<file path="config.mk">
export PLATFORM = sky130hd
export DESIGN_NAME = btree_internal_node_table_top
export DESIGN_NICKNAME = d
export VERILOG_FILES = /design/src/sv/btint_pkg.sv /design/src/sv/btree_internal_node_table_top.sv /design/src/sv/btint_cell.sv
export SDC_FILE = /design/constraint.sdc
export NUM_CORES = 2
export LEC_CHECK = 0
export ABC_CLOCK_PERIOD_IN_PS = 5200
export BUFFER_PORTS_ARGS = -buffer_cell sky130_fd_sc_hd__buf_4
export CAP_MARGIN = 20
export CORE_UTILIZATION = 50
export DETAILED_ROUTE_END_ITERATION = 10
export GPL_TIMING_DRIVEN = 0
export PLACE_DENSITY_LB_ADDON = 0.08
export SLEW_MARGIN = 20
export SYNTH_ARGS = -nofsm -noshare
export SYNTH_HDL_FRONTEND = slang
export SYNTH_SLANG_ARGS = --single-unit
</file>
<file path="constraint.sdc">
create_clock -name clk_i -period 5.2 [get_ports clk_i]
set_input_delay 1.56 -clock clk_i [delete_from_list [all_inputs] [get_ports clk_i]]
set_output_delay 1.56 -clock clk_i [all_outputs]
set_load 0.005 [all_outputs]
</file>
<file path="src/sv/btint_pkg.sv">
// ----------------------------------------------------------------------------
// btint_pkg
// Shared types and defaults for the B+-tree internal node table.
// ----------------------------------------------------------------------------
`default_nettype none

package btint_pkg;

  localparam int unsigned DefMaxCells = 16;
  localparam int unsigned DefKeyBits  = 32;

  localparam int unsigned PageBits  = 32;
  localparam int unsigned OutIdxBits = 4;

  typedef enum logic [1:0] {
    MODE_FIND   = 2'd0,
    MODE_INSERT = 2'd1,
    MODE_UPDATE = 2'd2,
    MODE_INIT   = 2'd3
  } mode_e;

  typedef enum logic {
    ST_IDLE = 1'b0,
    ST_EXEC = 1'b1
  } state_e;

  // Write controls broadcast to every cell of the chain.
  typedef struct packed {
    logic shift;    // take key and page from the lower neighbor
    logic key_we;   // write new key at the target index
    logic page_we;  // write new page at the target index
  } cell_ctrl_t;

endpackage

`default_nettype wire

</file>
<file path="src/sv/btree_internal_node_table_top.sv">
// ----------------------------------------------------------------------------
// btree_internal_node_table_top
// One B+-tree internal node held in a chain of key/page cells.
// ----------------------------------------------------------------------------
// A transaction is taken when start is high and busy is low; its result
// passes the hit vector and output registers to the result ports, marked by
// valid_o for exactly one cycle; the receiver cannot stall, so it must take
// every result in that cycle. In the accept cycle every cell compares its
// key against the search key (the child key for insert) in parallel and the
// hit vector is registered; in the following cycle (busy high) the first hit
// is encoded, the cell chain writes for insert or update, shifting cells one
// slot up where needed, init resets the count and right child, and the
// result is loaded into the output registers. No new transaction is taken
// while busy is high. Find returns the first index whose key is not below
// the search key (the key count if none) and the page of that child, the
// right child standing at the key count. An insert into a full node is
// refused with status set and leaves the node unchanged.
// ----------------------------------------------------------------------------
`default_nettype none

module btree_internal_node_table_top #(
  parameter int unsigned MAX_CELLS = btint_pkg::DefMaxCells,
  parameter int unsigned KEY_BITS  = btint_pkg::DefKeyBits
) (
  input  wire                                    clk_i,
  input  wire                                    rst_ni,
  input  wire                                    start,
  output logic                                   busy,
  input  wire  [1:0]                             mode_i,
  input  wire  [31:0]                            search_key_i,
  input  wire  [btint_pkg::PageBits-1:0]         child_page_i,
  input  wire  [31:0]                            child_key_i,
  input  wire                                    rightmost_i,
  output logic                                   valid_o,
  output logic [btint_pkg::OutIdxBits-1:0]       slot_index_o,
  output logic [btint_pkg::PageBits-1:0]         found_page_o,
  output logic [btint_pkg::OutIdxBits-1:0]       key_count_o,
  output logic                                   status_o
);
  import btint_pkg::*;

  localparam int unsigned IdxW = $clog2(MAX_CELLS);
  localparam logic [IdxW:0] MaxCellsW = (IdxW+1)'(MAX_CELLS);

  // Control and node state.
  state_e              state_q, state_d;
  logic [IdxW-1:0]     count_q, count_d;
  logic [PageBits-1:0] right_q, right_d;

  // Captured transaction.
  mode_e               mode_q;
  logic [KEY_BITS-1:0] ckey_q;
  logic [PageBits-1:0] cpage_q;
  logic                rmost_q;
  logic [MAX_CELLS-1:0] hit_q;

  // Result registers.
  logic                valid_q;
  logic [IdxW-1:0]     res_idx_q, res_idx_d;
  logic [PageBits-1:0] res_page_q, res_page_d;
  logic [IdxW-1:0]     res_cnt_q;
  logic                res_status_q, res_status_d;

  // Cell chain signals.
  logic [KEY_BITS-1:0] cell_key  [MAX_CELLS];
  logic [PageBits-1:0] cell_page [MAX_CELLS];
  logic [MAX_CELLS-1:0] cell_hit;
  logic [KEY_BITS-1:0] cmp_key;
  cell_ctrl_t          ctrl;
  logic [IdxW-1:0]     tgt_idx;
  logic [PageBits-1:0] new_page;

  logic                accept;
  mode_e               mode_in;
  logic [IdxW-1:0]     enc_idx;
  logic                full;
  logic [PageBits-1:0] stored_page;

  assign accept  = start && (state_q == ST_IDLE);
  assign busy    = (state_q == ST_EXEC);
  assign mode_in = mode_e'(mode_i);

  // Insert searches for the new child's key, every other mode for the search key.
  assign cmp_key = (mode_in == MODE_INSERT) ? KEY_BITS'(child_key_i)
                                            : KEY_BITS'(search_key_i);

  for (genvar g = 0; g < MAX_CELLS; g++) begin : g_cell
    logic [KEY_BITS-1:0] prev_key;
    logic [PageBits-1:0] prev_page;
    if (g == 0) begin : g_first
      assign prev_key  = '0;
      assign prev_page = '0;
    end else begin : g_rest
      assign prev_key  = cell_key[g-1];
      assign prev_page = cell_page[g-1];
    end
    btint_cell #(
      .MAX_CELLS (MAX_CELLS),
      .KEY_BITS  (KEY_BITS),
      .INDEX     (g)
    ) u_cell (
      .clk_i       (clk_i),
      .ctrl_i      (ctrl),
      .tgt_idx_i   (tgt_idx),
      .lo_idx_i    (enc_idx),
      .cnt_i       (count_q),
      .cmp_key_i   (cmp_key),
      .new_key_i   (ckey_q),
      .new_page_i  (new_page),
      .prev_key_i  (prev_key),
      .prev_page_i (prev_page),
      .key_o       (cell_key[g]),
      .page_o      (cell_page[g]),
      .hit_o       (cell_hit[g])
    );
  end

  // The first registered hit gives the lower bound; no hit means the count.
  always_comb begin
    enc_idx = count_q;
    for (int i = MAX_CELLS - 1; i >= 0; i--) begin
      if (hit_q[i]) begin
        enc_idx = IdxW'(i);
      end
    end
  end

  assign full        = ({1'b0, count_q} + 1'b1) >= MaxCellsW;
  assign new_page    = (mode_q == MODE_INSERT && rmost_q) ? right_q : cpage_q;
  assign stored_page = (enc_idx < count_q) ? cell_page[enc_idx] : right_q;

  always_comb begin
    state_d      = state_q;
    count_d      = count_q;
    right_d      = right_q;
    ctrl         = '0;
    tgt_idx      = enc_idx;
    res_idx_d    = enc_idx;
    res_page_d   = stored_page;
    res_status_d = 1'b0;
    unique case (state_q)
      ST_IDLE: begin
        if (accept) begin
          state_d = ST_EXEC;
        end
      end
      ST_EXEC: begin
        state_d = ST_IDLE;
        unique case (mode_q)
          MODE_FIND: begin
          end
          MODE_INSERT: begin
            if (full) begin
              res_status_d = 1'b1;
            end else if (rmost_q) begin
              // Old right child moves into a new last cell.
              ctrl.page_we = 1'b1;
              tgt_idx      = count_q;
              right_d      = cpage_q;
              count_d      = count_q + 1'b1;
            end else begin
              ctrl.shift   = 1'b1;
              ctrl.key_we  = 1'b1;
              ctrl.page_we = 1'b1;
              count_d      = count_q + 1'b1;
              res_page_d   = cpage_q;
            end
          end
          MODE_UPDATE: begin
            if (enc_idx < count_q) begin
              ctrl.key_we = 1'b1;
            end else if (count_q != '0) begin
              // No match: the key slot just past the last cell is written.
              ctrl.key_we = 1'b1;
              tgt_idx     = count_q;
            end
          end
          MODE_INIT: begin
            count_d    = '0;
            right_d    = cpage_q;
            res_idx_d  = '0;
            res_page_d = cpage_q;
          end
          default: begin
          end
        endcase
      end
      default: begin
        state_d = ST_IDLE;
      end
    endcase
  end

  always_ff @(posedge clk_i or negedge rst_ni) begin
    if (!rst_ni) begin
      state_q <= ST_IDLE;
      count_q <= '0;
      right_q <= '0;
      valid_q <= 1'b0;
    end else begin
      state_q <= state_d;
      count_q <= count_d;
      right_q <= right_d;
      valid_q <= (state_q == ST_EXEC);
    end
  end

  always_ff @(posedge clk_i) begin
    if (accept) begin
      mode_q  <= mode_in;
      ckey_q  <= KEY_BITS'(child_key_i);
      cpage_q <= child_page_i;
      rmost_q <= rightmost_i;
      hit_q   <= cell_hit;
    end
    if (state_q == ST_EXEC) begin
      res_idx_q    <= res_idx_d;
      res_page_q   <= res_page_d;
      res_cnt_q    <= count_d;
      res_status_q <= res_status_d;
    end
  end

  assign valid_o       = valid_q;
  assign slot_index_o  = OutIdxBits'(res_idx_q);
  assign found_page_o  = res_page_q;
  assign key_count_o   = OutIdxBits'(res_cnt_q);
  assign status_o      = res_status_q;

endmodule

`default_nettype wire

</file>
<file path="src/sv/btint_cell.sv">
// ----------------------------------------------------------------------------
// btint_cell
// One slot of the node: holds a key and a child page, compares its key
// against the search key and shifts up from its lower neighbor on insert.
// ----------------------------------------------------------------------------
`default_nettype none

module btint_cell #(
  parameter int unsigned MAX_CELLS = btint_pkg::DefMaxCells,
  parameter int unsigned KEY_BITS  = btint_pkg::DefKeyBits,
  parameter int unsigned INDEX     = 0
) (
  input  wire                                  clk_i,
  input  btint_pkg::cell_ctrl_t                ctrl_i,
  input  wire  [$clog2(MAX_CELLS)-1:0]         tgt_idx_i,
  input  wire  [$clog2(MAX_CELLS)-1:0]         lo_idx_i,
  input  wire  [$clog2(MAX_CELLS)-1:0]         cnt_i,
  input  wire  [KEY_BITS-1:0]                  cmp_key_i,
  input  wire  [KEY_BITS-1:0]                  new_key_i,
  input  wire  [btint_pkg::PageBits-1:0]       new_page_i,
  input  wire  [KEY_BITS-1:0]                  prev_key_i,
  input  wire  [btint_pkg::PageBits-1:0]       prev_page_i,
  output logic [KEY_BITS-1:0]                  key_o,
  output logic [btint_pkg::PageBits-1:0]       page_o,
  output logic                                 hit_o
);
  import btint_pkg::*;

  localparam int unsigned IdxW = $clog2(MAX_CELLS);
  localparam logic [IdxW-1:0] MyIdx = IdxW'(INDEX);

  logic [KEY_BITS-1:0] key_q, key_d;
  logic [PageBits-1:0] page_q, page_d;
  logic                is_tgt, in_shift;

  assign is_tgt   = (tgt_idx_i == MyIdx);
  assign in_shift = ctrl_i.shift && (MyIdx > lo_idx_i) && (MyIdx <= cnt_i);

  // A slot below the count qualifies when its key is not below the search key.
  assign hit_o = (MyIdx < cnt_i) && !(key_q < cmp_key_i);

  always_comb begin
    key_d  = key_q;
    page_d = page_q;
    if (in_shift) begin
      key_d  = prev_key_i;
      page_d = prev_page_i;
    end
    if (is_tgt && ctrl_i.key_we) begin
      key_d = new_key_i;
    end
    if (is_tgt && ctrl_i.page_we) begin
      page_d = new_page_i;
    end
  end

  always_ff @(posedge clk_i) begin
    key_q  <= key_d;
    page_q <= page_d;
  end

  assign key_o  = key_q;
  assign page_o = page_q;

endmodule

`default_nettype wire
</file>
# After elaboration in Yosys (flattened, before gate mapping)
# Cells that the tools add are included.
dict set report op_classes {
  add_sub_neg 2
  n_bitwise 2
  n_reduce_logical 134
  n_mux 111
  magnitude_cmp 67
  n_eq_ne 21
}
# op count
set ops {}
lappend ops {{two-way mux 32 bit} 72}
lappend ops {{less-than comparator 32 bit} 16}
lappend ops {{binary-select mux 32 bit (select 4 bit)} 1}
lappend ops {{one-hot mux 32 bit (2 select lines)} 2}
lappend ops {{two-way mux 4 bit} 23}
lappend ops {{logical AND 1 bit} 82}
lappend ops {{nonzero test 2 bit} 33}
lappend ops {{== test 4 bit (second input constant)} 8}
lappend ops {{greater-than comparator 4 bit (first input constant)} 8}
lappend ops {{less-or-equal comparator 4 bit (first input constant)} 8}
lappend ops {{less-than comparator 4 bit (first input constant)} 8}
lappend ops {{== test 4 x 3 -> 1 bit (second input constant)} 4}
lappend ops {{greater-than comparator 3 x 4 -> 1 bit (first input constant)} 4}
lappend ops {{less-or-equal comparator 3 x 4 -> 1 bit (first input constant)} 4}
lappend ops {{logical NOT 1 bit} 16}
lappend ops {{less-than comparator 3 x 4 -> 1 bit (first input constant)} 4}
lappend ops {{one-hot mux 4 bit (2 select lines)} 2}
lappend ops {{>= comparator 5 bit (second input constant)} 2}
lappend ops {{== test 4 x 2 -> 1 bit (second input constant)} 2}
lappend ops {{greater-than comparator 1 x 4 -> 1 bit (first input constant)} 2}
lappend ops {{greater-than comparator 2 x 4 -> 1 bit (first input constant)} 2}
lappend ops {{less-or-equal comparator 1 x 4 -> 1 bit (first input constant)} 2}
lappend ops {{less-or-equal comparator 2 x 4 -> 1 bit (first input constant)} 2}
lappend ops {{less-than comparator 1 x 4 -> 1 bit (first input constant)} 2}
lappend ops {{17 further kinds} 28}
dict set report totals {
  out_inout_bits 43
  wordCells 382
  inputBits 102
  register_bits 1186
}

# Logic depth before layout (Yosys ltp)
dict set report depth {
  ltp_word 24
  mapped_depth 21
  ltp_nobuf 14
}

# Hierarchy
# A second synthesis with hierarchy kept.
dict set report hier_totals {
  hier_cells 5247
  hier_area_um2 68808.5
}
# module instances cells_per_inst seq_area_each_um2 area_each_um2
set modules_own_cells {}
lappend modules_own_cells {btree_internal_node_table_top 1 1353 4674.5 11467.2}
lappend modules_own_cells {{btint_cell at g_cell[10].u_cell ...} 2 250 1921.8 3779.9}
lappend modules_own_cells {{btint_cell at g_cell[5].u_cell} 1 252 1921.8 3784.9}
lappend modules_own_cells {{btint_cell at g_cell[6].u_cell} 1 251 1921.8 3783.6}
lappend modules_own_cells {{btint_cell at g_cell[0].u_cell} 1 248 1921.8 3747.3}
lappend modules_own_cells {{btint_cell at g_cell[12].u_cell} 1 251 1921.8 3560.9}
lappend modules_own_cells {{btint_cell at g_cell[4].u_cell} 1 250 1921.8 3555.9}
lappend modules_own_cells {{btint_cell at g_cell[7].u_cell} 1 249 1921.8 3555.9}
lappend modules_own_cells {{btint_cell at g_cell[8].u_cell} 1 249 1921.8 3552.2}
lappend modules_own_cells {{btint_cell at g_cell[13].u_cell} 1 250 1921.8 3550.9}
lappend modules_own_cells {{btint_cell at g_cell[2].u_cell} 1 249 1921.8 3550.9}
lappend modules_own_cells {{btint_cell at g_cell[3].u_cell} 1 253 1921.8 3550.9}
lappend modules_own_cells {{btint_cell at g_cell[1].u_cell} 1 249 1921.8 3545.9}
lappend modules_own_cells {{btint_cell at g_cell[14].u_cell} 1 250 1921.8 3544.6}
lappend modules_own_cells {{2 more rows} - - - -}

# Worst setup path before layout
# Ideal clock, no wire load.
dict set report synth_path {
  path_kind {input -> register}
  start {in start}
  end {reg ckey_q[0] (enable)}
  required_ns 4.668
  path_stages 1
  setup_ns 0.532
  t_arrival_ns 5.168
  path_slack_ns -0.501
  n_path_buf 0
  cell_sequence {nor2b_1}
}
dict set report synth_between {
  elab_chain_cells 1
}
# item line
set synth_rtl {}
lappend synth_rtl {{start, declared} btree_internal_node_table_top.sv:27} ;# input wire start,
lappend synth_rtl {{logical AND 1 bit} btree_internal_node_table_top.sv:79} ;# assign accept = start && (state_q == ST_IDLE);
lappend synth_rtl {{end signal, assigned} btree_internal_node_table_top.sv:211} ;# ckey_q <= KEY_BITS'(child_key_i);
lappend synth_rtl {{end, declared} btree_internal_node_table_top.sv:52} ;# logic [KEY_BITS-1:0] ckey_q;
# Every way passes these cells.
# A chain may end at the register's enable or synchronous reset.

# Worst setup path in the final report
dict set report layout_path {
  start {reg hit_q[14]}
  end {reg g_cell[12].u_cell.page_q[26] (enable)}
}
dict set report layout_between {
  elab_chain_cells 22
  elab_cells_between_ends 28
  cone_classes {2 x order compare; 1 x eq/ne; 21 x mux; 4 x reduce/logical}
}
# item line
set layout_rtl {}
lappend layout_rtl {{start, declared} btree_internal_node_table_top.sv:55} ;# logic [MAX_CELLS-1:0] hit_q;
lappend layout_rtl {{start signal, assigned} btree_internal_node_table_top.sv:214} ;# hit_q <= cell_hit;
lappend layout_rtl {{two-way mux 4 bit (*) (15 in a row)} btree_internal_node_table_top.sv:122} ;# if (hit_q[i]) begin
lappend layout_rtl {{named net enc_idx[2]} btree_internal_node_table_top.sv:75} ;# logic [IdxW-1:0] enc_idx;
lappend layout_rtl {{less-than comparator 4 bit (tied with other cells)} btree_internal_node_table_top.sv:170} ;# if (enc_idx < count_q) begin
lappend layout_rtl {{two-way mux 4 bit (on tied branches)} {btree_internal_node_table_top.sv:170, btree_internal_node_table_top.sv:153}}
lappend layout_rtl {{one-hot mux 4 bit (2 select lines)} btree_internal_node_table_top.sv:149} ;# unique case (mode_q)
lappend layout_rtl {{two-way mux 4 bit} btree_internal_node_table_top.sv:141} ;# unique case (state_q)
lappend layout_rtl {{== test 4 bit} btint_cell.sv:36} ;# assign is_tgt = (tgt_idx_i == MyIdx);
lappend layout_rtl {{logical AND 1 bit} btint_cell.sv:52} ;# if (is_tgt && ctrl_i.page_we) begin
lappend layout_rtl {{nonzero test 2 bit (no source line) (*)} -}
lappend layout_rtl {{end signal, assigned} btint_cell.sv:59} ;# page_q <= page_d;
lappend layout_rtl {{end, declared} btint_cell.sv:33} ;# logic [PageBits-1:0] page_q, page_d;
# The timed path passes the listed nets; every way through them passes the cells marked *.

==> impl_metrics.py <==
metrics = {
    "status": {
        "status": "finished, final reports clean",
    },
    "sta": {
        "timing_hold_violations_final": 0,
        "fin_hold_ws_ns": 0.532,
        "drv_slew": 0,
        "rsz0062_at_grt": "yes",
        "setup_viol": 0,
        "tightest_slew_ns": 1.19,
        "slew_headroom_pct": 20.2,
        "max_freq_mhz": 194,
        "period_share_pct": 99.2,
        "worst_slack_ns": 0.0428,
        "skew_ns": 0.0294,
        "post-route-min-period_ns": 5.16,
    },
    "worst_setup_path": {
        "worstPathCellList": "or4_1, a21o_1, nand2b_1, clkbuf_4, inv_2, ha_1, o21ai_1, and2_2, nor4_1, o21ai_2, a31oi_2, and3_1, buf_2, nor3b_4, buf_4, buf_2, nand2b_4",
        "cp_common_cell": "buf_2",
        "cp.arrival_ns": 5.60,
        "critPathCaptureType": "register",
        "critPathSlowestCell": "or4_1",
        "cp.required_ns": 5.64,
        "start_kind": "register",
        "critPathMaxFanout": 16,
        "criticalPathCategory": "reg -> reg",
        "critical_path.max_stage_delay_ns": 0.63,
    },
    "clock_tree": {
        "cts_made_buffers": 137,
        "path_clk_slew_ns": 0.06,
        "cts.sinks": 1153,
        "cts_root_buf": "clkbuf_16",
        "clk_path_buf_depth": 3,
        "clk_latency_ns": 0.78,
        "htree_num_levels": 4,
        "cts_tree": "built",
        "cts_hold_buf": 0,
    },
    "cells_and_area": {
        "finalNetCount": 5648,
        "layout-drive-gt1-share_pct": 24.7,
        "final_common_cell": "edfxtp_1",
        "final_area_um2": 73700,
        "final_cell_mix": "1115 x edfxtp_1, 563 x mux2_2, 474 x ha_1",
        "nFillCells": 10300,
        "syn2layout_area_growth_pct": 16.4,
        "instances_no_fill": 6832,
        "multiInputGateArea_um2": 28500,
        "seqCellArea_um2": 34400,
    },
    "drt": {
        "dr_total_vias": 42500,
        "ant_nets": 0,
        "vias_per_cell": 6.23,
        "wl_per_cell_um": 30.8,
        "drc": 0,
        "drt_iter0_markers": 4274,
        "wl_um": 210000,
        "first_pass_iters": 6,
    },
    "global_route": {
        "grt_max_degree": 42,
        "grt_pass1_vias": 42500,
        "antenna_found_initial": 3,
        "grt_usage_pct": 32.7,
        "grt_pass1_wl_um": 300000,
        "grt_overflow_total": 0,
    },
    "logic_synthesis": {
        "yosysUniqueCellTypes": 77,
        "syn_nets": 5239,
        "synth_area_um2": 63300,
        "synthArstFlopShare_pct": 3.30,
        "ys.warnings.count": 0,
        "ys_ff_latch": 1153,
        "syn_avg_cell_area_um2": 13.6,
        "ys_seq_area_share_pct": 54.4,
        "ys.flop_type": "edfxtp_1",
        "syn_inst": 4663,
        "synth-edff-count": 1115,
    },
    "job": {
        "cap_violations": 0,
    },
    "die": {
        "ios": 145,
        "die_h_um": 358,
        "rows": 130,
        "die-area_um2": 128000,
        "die_w_um": 358,
        "coreArea_um2": 126000,
        "initial_core_util_pct": 50.4,
    },
    "placed_design": {
        "io_buffer_count": 144,
        "dpl.hpwl_um": 154000,
        "place_ws_ns": -3.04,
        "gp_congestion": 0.940,
        "dp.cells": 6491,
        "placed_cell_area_um2": 67500,
    },
    "min_path": {
        "worstHoldPathType": "reg -> reg",
    },
    "pwr": {
        "power_leakage_nw": 27.3,
        "ir_worst_vdd_mv": 0.330,
        "powerDensity_nw_per_um2": 312,
        "power.total_mw": 22.9,
    },
}
## worst paths after layout
kind                                         from                                     end  slack [ns]  cells past startpoint
hold / removal             right_q[1]$_DFFE_PN0P_                  right_q[1]$_DFFE_PN0P_        0.53                      1
min in group asynchronous                  rst_ni                    count_q[0]$_DFF_PN0_        0.85                      1
setup / recovery              hit_q[14]$_DFFE_PP_  g_cell[12].u_cell.page_o[26]$_DFFE_PP_        0.04                     17
max in group asynchronous                  rst_ni                  right_q[5]$_DFFE_PN0P_        3.72                      1
hold reg to reg            right_q[1]$_DFFE_PN0P_                  right_q[1]$_DFFE_PN0P_        0.53                      1
setup reg to reg              hit_q[14]$_DFFE_PP_  g_cell[12].u_cell.page_o[26]$_DFFE_PP_        0.04                     17
## kinds of logic (layout without fill, tap and decap cells)
logic type      after synthesis  count (layout)  synth area share, %
compound gates              744             744                 7.88
fa+ha+maj                   474             474                 9.37
buf+inv                     316             813                 2.33
flops                      1153            1153                 54.4
mux                        1078            1078                 19.0
other cells                   0               3                    0
simple gates                898             917                 7.01
## state kept, by name, summed over array words and instances (netlist names)
register              cells
g_cell.u_cell.key_o     480
valid_o                   1
key_count_o               4
g_cell.u_cell.page_o    512
rmost_q                   1
mode_q                    2
ckey_q                   32
cpage_q                  32
count_q                   4
slot_index_o              4
hit_q                    15
busy                      1
right_q                  32
status_o                  1
found_page_o             32
## final cells by class
cell class | instances | area share [%]
sequential | 1153 | 46.7
multi-input combinational | 3213 | 38.7
clock buffer | 180 | 5.10
timing repair buffer | 254 | 3.55
tap | 1650 | 2.80
buffer | 287 | 2.08
clock inverter | 66 | 0.832
inverter | 26 | 0.148
antenna | 3 | 0.0102
## stage by stage
| step | setup TNS, ns | utilization, % |
|---|---|---|
| after global placement | -4912.23 | 53.0 |
| after floorplan | 0 | - |
| after global routing | -9.44 | 58.7 |
| after detailed placement | -4490.37 | 53.8 |
| final | 0 | 58.7 |
| after CTS | -0.0999 | 58.4 |
## critical path, delay by kind of cell, from the launching register on
family / cells / cell delay, ns
fa+ha+maj: 1 / 0.28
simple gates: 7 / 2.14
compound gates: 4 / 0.83
flops: 1 / 0.47
buf+inv: 5 / 1.09
## power by group
group | total (mW) | switching, mW | internal, mW
clock network | 9.61 | 4.03 | 5.58
registers | 10.5 | 0.154 | 10.3
logic | 2.86 | 1.89 | 0.969
total | 22.9 | 6.08 | 16.9
## cells in the mapped netlist (7+ instances only)
cell type,n,area share (%)
edfxtp_1,1115,53
mux2_2,563,10
ha_1,474,9.4
mux2_1,429,7.6
nand2_1,401,2.4
a21oi_1,195,1.5
clkbuf_1,163,0.97
o21ai_0,154,1.2
nand3_1,111,0.88
a21o_1,94,1.1
mux2i_1,86,1.4
and3_1,78,0.77
buf_2,76,0.60
nor2_1,72,0.43
nand4_1,70,0.69
a221o_1,45,0.71
dfrtp_1,38,1.5
nand2b_1,37,0.37
a32oi_1,33,0.46
nor2b_1,31,0.31
a221oi_1,27,0.37
o21a_1,24,0.28
inv_1,22,0.13
o22ai_1,22,0.22
a22oi_1,21,0.25
a2111oi_0,20,0.28
buf_1,20,0.12
nor3_1,20,0.16
nor4_1,19,0.19
a31oi_1,17,0.17
and4_1,16,0.22
buf_6,16,0.28
a22o_1,13,0.18
buf_4,13,0.15
a31o_2,12,0.17
a211oi_1,11,0.13
and2_1,10,0.099
o211ai_1,10,0.12
or3_1,8,0.079
or4_1,7,0.083
## timing repair
| action | CTS | global route |
|---|---|---|
| setup buffers | 64 | 7 |
| gates resized for setup | 111 | 53 |
| gates cloned | 14 | 6 |
| endpoints found under the setup margin | 2027 | 1834 |
| pin swaps | 6 | 10 |
## metal layers
layer  wire, um  track usage, %  vias to the layer above
li1           -               -                    19200
met1      85900            41.7                    21300
met2      99600            53.6                     1633
met3      12300            4.75                      422
met4      12500            18.0                        4
met5         28               0                        -
Note: power is estimated with default switching activity, not from simulation.
